[config.mk]
export PLATFORM = sky130hd
export DESIGN_NAME = fbe_ctrl
export DESIGN_NICKNAME = d
export VERILOG_FILES = /design/src/design/fbe_pkg.sv /design/src/design/fbe_ctrl.sv
export SDC_FILE = /design/constraint.sdc
export NUM_CORES = 1
export LEC_CHECK = 0
export ABC_AREA = 1
export BUFFER_PORTS_ARGS = -buffer_cell sky130_fd_sc_hd__buf_2
export CAP_MARGIN = 25
export CORE_AREA = 4 4 41 43
export DETAILED_ROUTE_END_ITERATION = 8
export DIE_AREA = 0 0 45 47
export GPL_TIMING_DRIVEN = 0
export PLACE_DENSITY_LB_ADDON = 0.1
export REMOVE_ABC_BUFFERS = 1
export SETUP_SLACK_MARGIN = 0.5
export SYNTH_ARGS = -nofsm -noshare
export SYNTH_HDL_FRONTEND = slang
export SYNTH_SLANG_ARGS = --single-unit
[constraint.sdc]
create_clock -name clk -period 1.07 [get_ports clk]
set_input_delay 0.214 -clock clk [delete_from_list [all_inputs] [get_ports clk]]
set_output_delay 0.214 -clock clk [all_outputs]
set_load 0.01 [all_outputs]
[src/design/fbe_pkg.sv]
// ----------------------------------------------------------------------------
// fbe_pkg
// Shared constants, codes and types of the frame buffer blit engine.
// ----------------------------------------------------------------------------
`default_nettype none

package fbe_pkg;

	// Surface geometry; the store is addressed as {row, col}, so MAX_WIDTH
	// must stay a power of two.
	localparam int MAX_WIDTH  = 256;
	localparam int MAX_HEIGHT = 64;
	localparam int COL_W      = $clog2(MAX_WIDTH);
	localparam int ROW_W      = $clog2(MAX_HEIGHT);
	localparam int ADDR_W     = COL_W + ROW_W;
	localparam int DEPTH      = MAX_WIDTH * MAX_HEIGHT;
	localparam int PIX_W      = 8;

	// Saturation limits in register widths
	localparam logic [8:0] SURF_W_MAX = 9'(MAX_WIDTH);
	localparam logic [6:0] SURF_H_MAX = 7'(MAX_HEIGHT);

	// Color key level and full-scale pixel value
	localparam logic [PIX_W-1:0] KEY_LEVEL = 8'd128;
	localparam logic [PIX_W-1:0] PIX_MAX   = 8'd255;

	// Register reset values
	localparam logic [8:0] RST_SURF_WIDTH  = 9'd160;
	localparam logic [6:0] RST_SURF_HEIGHT = 7'd43;
	localparam logic [8:0] RST_WIN_X       = 9'd0;
	localparam logic [6:0] RST_WIN_Y       = 7'd0;
	localparam logic [8:0] RST_WIN_WIDTH   = 9'd1;

	// Command codes
	typedef enum logic [2:0] {
		CMD_WRITE  = 3'd0,
		CMD_READ   = 3'd1,
		CMD_BLIT   = 3'd2,
		CMD_CROP   = 3'd3,
		CMD_INVERT = 3'd4,
		CMD_FILL   = 3'd5
	} cmd_t;

	// Configuration register indexes
	typedef enum logic [2:0] {
		CFG_SURF_WIDTH  = 3'd0,
		CFG_SURF_HEIGHT = 3'd1,
		CFG_WIN_X       = 3'd2,
		CFG_WIN_Y       = 3'd3,
		CFG_WIN_WIDTH   = 3'd4,
		CFG_OVERWRITE   = 3'd5
	} cfg_idx_t;

	// Controller states
	typedef enum logic [2:0] {
		ST_IDLE,
		ST_EXEC,
		ST_READ,
		ST_SWEEP,
		ST_DRAIN
	} state_t;

	// Controller to datapath commands
	typedef struct packed {
		logic accept;      // load the input transaction
		logic exec;        // execute the loaded transaction
		logic rd_cap;      // capture store read data as the result
		logic sweep_step;  // visit one surface pixel
		logic sweep_end;   // report the finished sweep
	} ctl_t;

	// Datapath to controller status
	typedef struct packed {
		logic is_read;     // loaded command reads the store
		logic is_sweep;    // loaded command walks a non-empty surface
		logic sweep_last;  // sweep counter sits on the last pixel
	} sts_t;

endpackage

`default_nettype wire

[src/design/fbe_ctrl.sv]
// ----------------------------------------------------------------------------
// fbe_ctrl
// Sequencer of the blit engine: accepts commands and steps the datapath.
// ----------------------------------------------------------------------------
`default_nettype none

module fbe_ctrl import fbe_pkg::*; (
	input  wire logic clk,
	input  wire logic arst_n,
	input  wire logic start,
	input  wire sts_t sts,
	output logic      busy,
	output ctl_t      ctl
);

	state_t state_q, state_nx;

	// State register
	always_ff @(posedge clk or negedge arst_n) begin
		if (!arst_n) begin
			state_q <= ST_IDLE;
		end else begin
			state_q <= state_nx;
		end
	end

	// Next state and commands
	always_comb begin
		state_nx = state_q;
		ctl      = '0;
		busy     = 1'b1;
		unique case (state_q)
			ST_IDLE: begin
				busy = 1'b0;
				if (start) begin
					ctl.accept = 1'b1;
					state_nx   = ST_EXEC;
				end
			end
			ST_EXEC: begin
				ctl.exec = 1'b1;
				if (sts.is_sweep) begin
					state_nx = ST_SWEEP;
				end else if (sts.is_read) begin
					state_nx = ST_READ;
				end else begin
					// command ends in execute: take the next transaction at once
					busy = 1'b0;
					if (start) begin
						ctl.accept = 1'b1;
						state_nx   = ST_EXEC;
					end else begin
						state_nx = ST_IDLE;
					end
				end
			end
			ST_READ: begin
				ctl.rd_cap = 1'b1;
				busy       = 1'b0;
				if (start) begin
					ctl.accept = 1'b1;
					state_nx   = ST_EXEC;
				end else begin
					state_nx = ST_IDLE;
				end
			end
			ST_SWEEP: begin
				ctl.sweep_step = 1'b1;
				if (sts.sweep_last) begin
					state_nx = ST_DRAIN;
				end
			end
			ST_DRAIN: begin
				ctl.sweep_end = 1'b1;
				state_nx      = ST_IDLE;
			end
			default: begin
				state_nx = ST_IDLE;
			end
		endcase
	end

endmodule

`default_nettype wire

* Word level (Yosys, flattened, before mapping) *
Cells that the tools add are included.

storage, ports and cells
  bits in registers = 3
  latch bits = 0
  bits in writable memories = 0
  bits in read-only memories = 0
  output and inout port bits = 6
  memories kept = 0

cells by class
  $add $sub $neg = 0
  multipliers = 0
  div/mod/pow operators = 0
  magnitude comparators = 0
  equal/unequal tests = 6
  shifts and indexed selects = 0
  muxes and demuxes = 17
  bitwise gates (word level) = 0
  reductions and logical operators = 3

operators with widths
  cell                                                             number
  3-bit 2-to-1 mux                                                 4
  3-bit case mux with 4 select lines                               1
  1-bit 2-to-1 mux                                                 10
  3-bit by 2-bit == test with 1-bit output, second input constant  2
  2-bit inequality test, second input constant                     2
  1-bit case mux with 2 select lines                               2
  3-bit by 1-bit == test with 1-bit output, second input constant  1
  3-bit == test, second input constant                             1
  3-bit zero test                                                  1
  2-bit AND reduction                                              1
  2-bit OR reduction                                               1

* Logic depth before layout (Yosys ltp) *
  depth in word-level cells = 4
  mapped depth = 7
  mapped depth without buffers = 7

* Least setup slack after synthesis *
OpenSTA, ideal clock, no wires.

  path type = register to output
  start point = register state_q[2]
  end point = output busy
  arrival = 0.975 ns
  slack = -0.119 ns
  cell stages (with the launch flop) = 4
  path through = dfrtp_1 -> nor3_2 -> o21ai_1 -> o21ai_0

on the way
  cells in the longest elaborated chain, start to end = 3

RTL lines
  what                                                                                line            RTL
  start: declaration                                                                  fbe_ctrl.sv:16  state_t state_q, state_nx;
  start signal: assignment                                                            fbe_ctrl.sv:23  state_q <= state_nx;
  3-bit by 2-bit == test with 1-bit output / 3-bit zero test (equally long branches)  fbe_ctrl.sv:32  unique case (state_q)
  2-bit OR reduction (no line)                                                        -
  1-bit case mux with 2 select lines *                                                fbe_ctrl.sv:32
  end: declaration                                                                    fbe_ctrl.sv:12  output logic busy,

Every way passes the cells marked *; elsewhere a longest branch is shown, timed or not.

==> results.ini <==
[yosys]
synth.most_common_cell = inv_1
async_flop_share = 1.00
yosys.area.top_type = dfrtp_1
synth_cell_type_count = 12
ys.flop_type = dfrtp_1
ys_top_cells_by_area = dfrtp_1, inv_1, nand3_1
yosysSeqAreaShare = 0.345
synth.avg_cell_area_um2 = 6.80
synthTopCellsByCount = inv_1, nand2_1, nand3_1, nor2_1, dfrtp_1
synthDominantCellAreaShare = 0.345
yosysWarnings = 0
synthCells = 32
ys_seq_elements = 3
syn_area_um2 = 218
synth_edf_count = 0

[layout]
fin_nets = 67
areaGrowthSynthToFinish_pct = 136
antenna_cells = 0
largest_reg_flops = 3
largest_register = state_q
nFillCells = 152
fin_cells = 75
design_area_um2 = 513
reg.largest.list = state_q: 3 flops
drive_gt1_frac = 0.717

[timing]
max_freq_mhz = 681
post-route-period-util = 1.37
drv_slew = 0
rsz0062_at_grt = true
finalSetupViolCount = 9
setup_slack_ns = -0.398
finalCriticalPeriod_ns = 1.47
tightest_slew_ns = 0.206
relSlewSlack = 0.862
setup_tns_ns = -2.51
fin_worst_skew_ns = 0.000120
final_hold_viol_count = 0

[power_and_ir_drop]
p_switching_mw = 0.644
p_comb_frac = 0.701
vdd_drop_max_uv = 998
p_clk_frac = 0.125
seq_power_share = 0.173
internal-power_mw = 0.926
p_per_area_mw_per_mm2 = 3060
swShare = 0.410
power.leakage_nw = 0.278

[place]
hpwl_um = 505
placed_area_um2 = 292
placedCellCount = 58
port_buffers = 11
globalplace.congestion = 0.633

[floorplan]
die_w_um = 45
placementRows = 13
start_util = 0.167
core_mm2 = 0.00130
dieArea_mm2 = 0.00212
die_y_um = 47
ios = 12

[route]
drcViolationCount = 0
via_per_inst = 4.24
vias = 318
first_pass_iters = 2
wire_per_inst_um = 11.3
drtAntennaViolNets = 0
routed_wl_um = 846
drt_iter0_drc = 3

[setup_path]
cp.required_ns = 0.86
cp-start-kind = flop
cp_max_fo = 5
worstPathArrival_ns = 1.25
critPathKind = reg -> out
r2r_start = state_q[2]
reg2regPathDepth = 7
worstReg2RegEnd = state_q[1]
cp-end-kind = output pin
regToRegSetupSlack_ns = -0.28

[grt]
antenna_found_initial = 0
first_global_vias = 295
grt_max_degree = 6
gr-usage-all-layers = 0.0814
gr-total-overflow = 0
grt_pass1_wl_mm = 1.21

[clock_tree]
cts_max_path_buffers = 2
cts_tree = done
cts_buffers = 3
clock-sinks = 3
cts_root_buffer = clkbuf_4
path_clk_slew_ns = 0.04
h-tree-depth = 1
insertion_delay_ns = 0.23

[job]
drv_cap = 0

[worst_hold_path]
hp-class = in -> async

[run_status]
status = finished, violations left
violations = setup timing

## through the flow
step	hold slack [ns]	utilization	setup WS (ns)	total power, mW
2_1_floorplan	-0.0816	-	-0.119	0.563
3_3_place_gp	0.00761	0.224	-0.156	0.736
3_5_place_dp	0.0149	0.224	-0.209	0.754
4_1_cts	0.262	0.312	-0.373	1.22
5_1_grt	0.339	0.394	-0.461	1.70
6_report	0.318	0.394	-0.398	1.57
## worst max-delay path, stage by stage, from the launching register on
cell and delay [ns]:
dfrtp_2 0.47, nor2_4 0.15, inv_1 0.08, o22ai_2 0.16, buf_2 0.16
## power by group through the flow
stage	Sequential, mW	Clock, mW	Combinational [mW]
6_report	0.272	0.197	1.10
5_1_grt	0.278	0.209	1.21
4_1_cts	0.232	0.202	0.784
3_5_place_dp	0.235	0	0.519
3_3_place_gp	0.230	0	0.507
2_1_floorplan	0.219	0	0.344
## area by class of cell
cell class | instances | area [um^2] | share of cell area
flip-flops and latches | 3 | 78.8 | 0.154
clock buffers | 4 | 26.3 | 0.0512
repair buffers | 24 | 194 | 0.378
inverters | 7 | 26.3 | 0.0512
well taps | 15 | 18.8 | 0.0366
multi-input cells | 22 | 169 | 0.329
## placed cells by master, fill, tap and decap left out, drive strengths merged
| cell | instances |
|---|---|
| nor2 | 5 |
| clkbuf | 4 |
| nand3 | 4 |
| nor3b | 1 |
| nor3 | 1 |
| dlygate4sd3 | 1 |
| buf | 23 |
| nand2 | 7 |
| o22ai | 1 |
| dfrtp | 3 |
| inv | 7 |
| o21ai | 3 |
## repair_timing
item                                   CTS  global route
gates resized for setup                  6            22
endpoints found under the hold margin    3             0
hold buffers                             1             0
setup endpoints to repair                9             9
pin swaps                                2             6
setup buffers                            8             4
## kinds of logic after synthesis
kind of cell / Yosys count / share of synthesized area
AOI/OAI and AO/OA: 4 / 0.0977
buffers and inverters: 7 / 0.121
DFF: 3 / 0.345
and+or+nand+nor: 18 / 0.437
## how the worst max path moves through the flow
stage                    start  slack [ns]  depth (start not counted)     end
floorplan           state_q[2]       -0.12                          3    busy
CTS                 state_q[2]       -0.37                          4  ctl[4]
finish              state_q[2]       -0.40                          4  ctl[4]
global route        state_q[2]       -0.46                          4  ctl[4]
detailed placement  state_q[2]       -0.21                          4  ctl[4]
global placement    state_q[2]       -0.16                          4  ctl[4]
## per-layer routing
metal,vias up,global-route usage,part of all wire
li1,157,-,-
met4,0,0.0819,0.026
met5,-,0,0
met1,150,0.0818,0.35
met3,2,0.0230,0.048
met2,9,0.133,0.57
(Power assumes the default switching activity.)
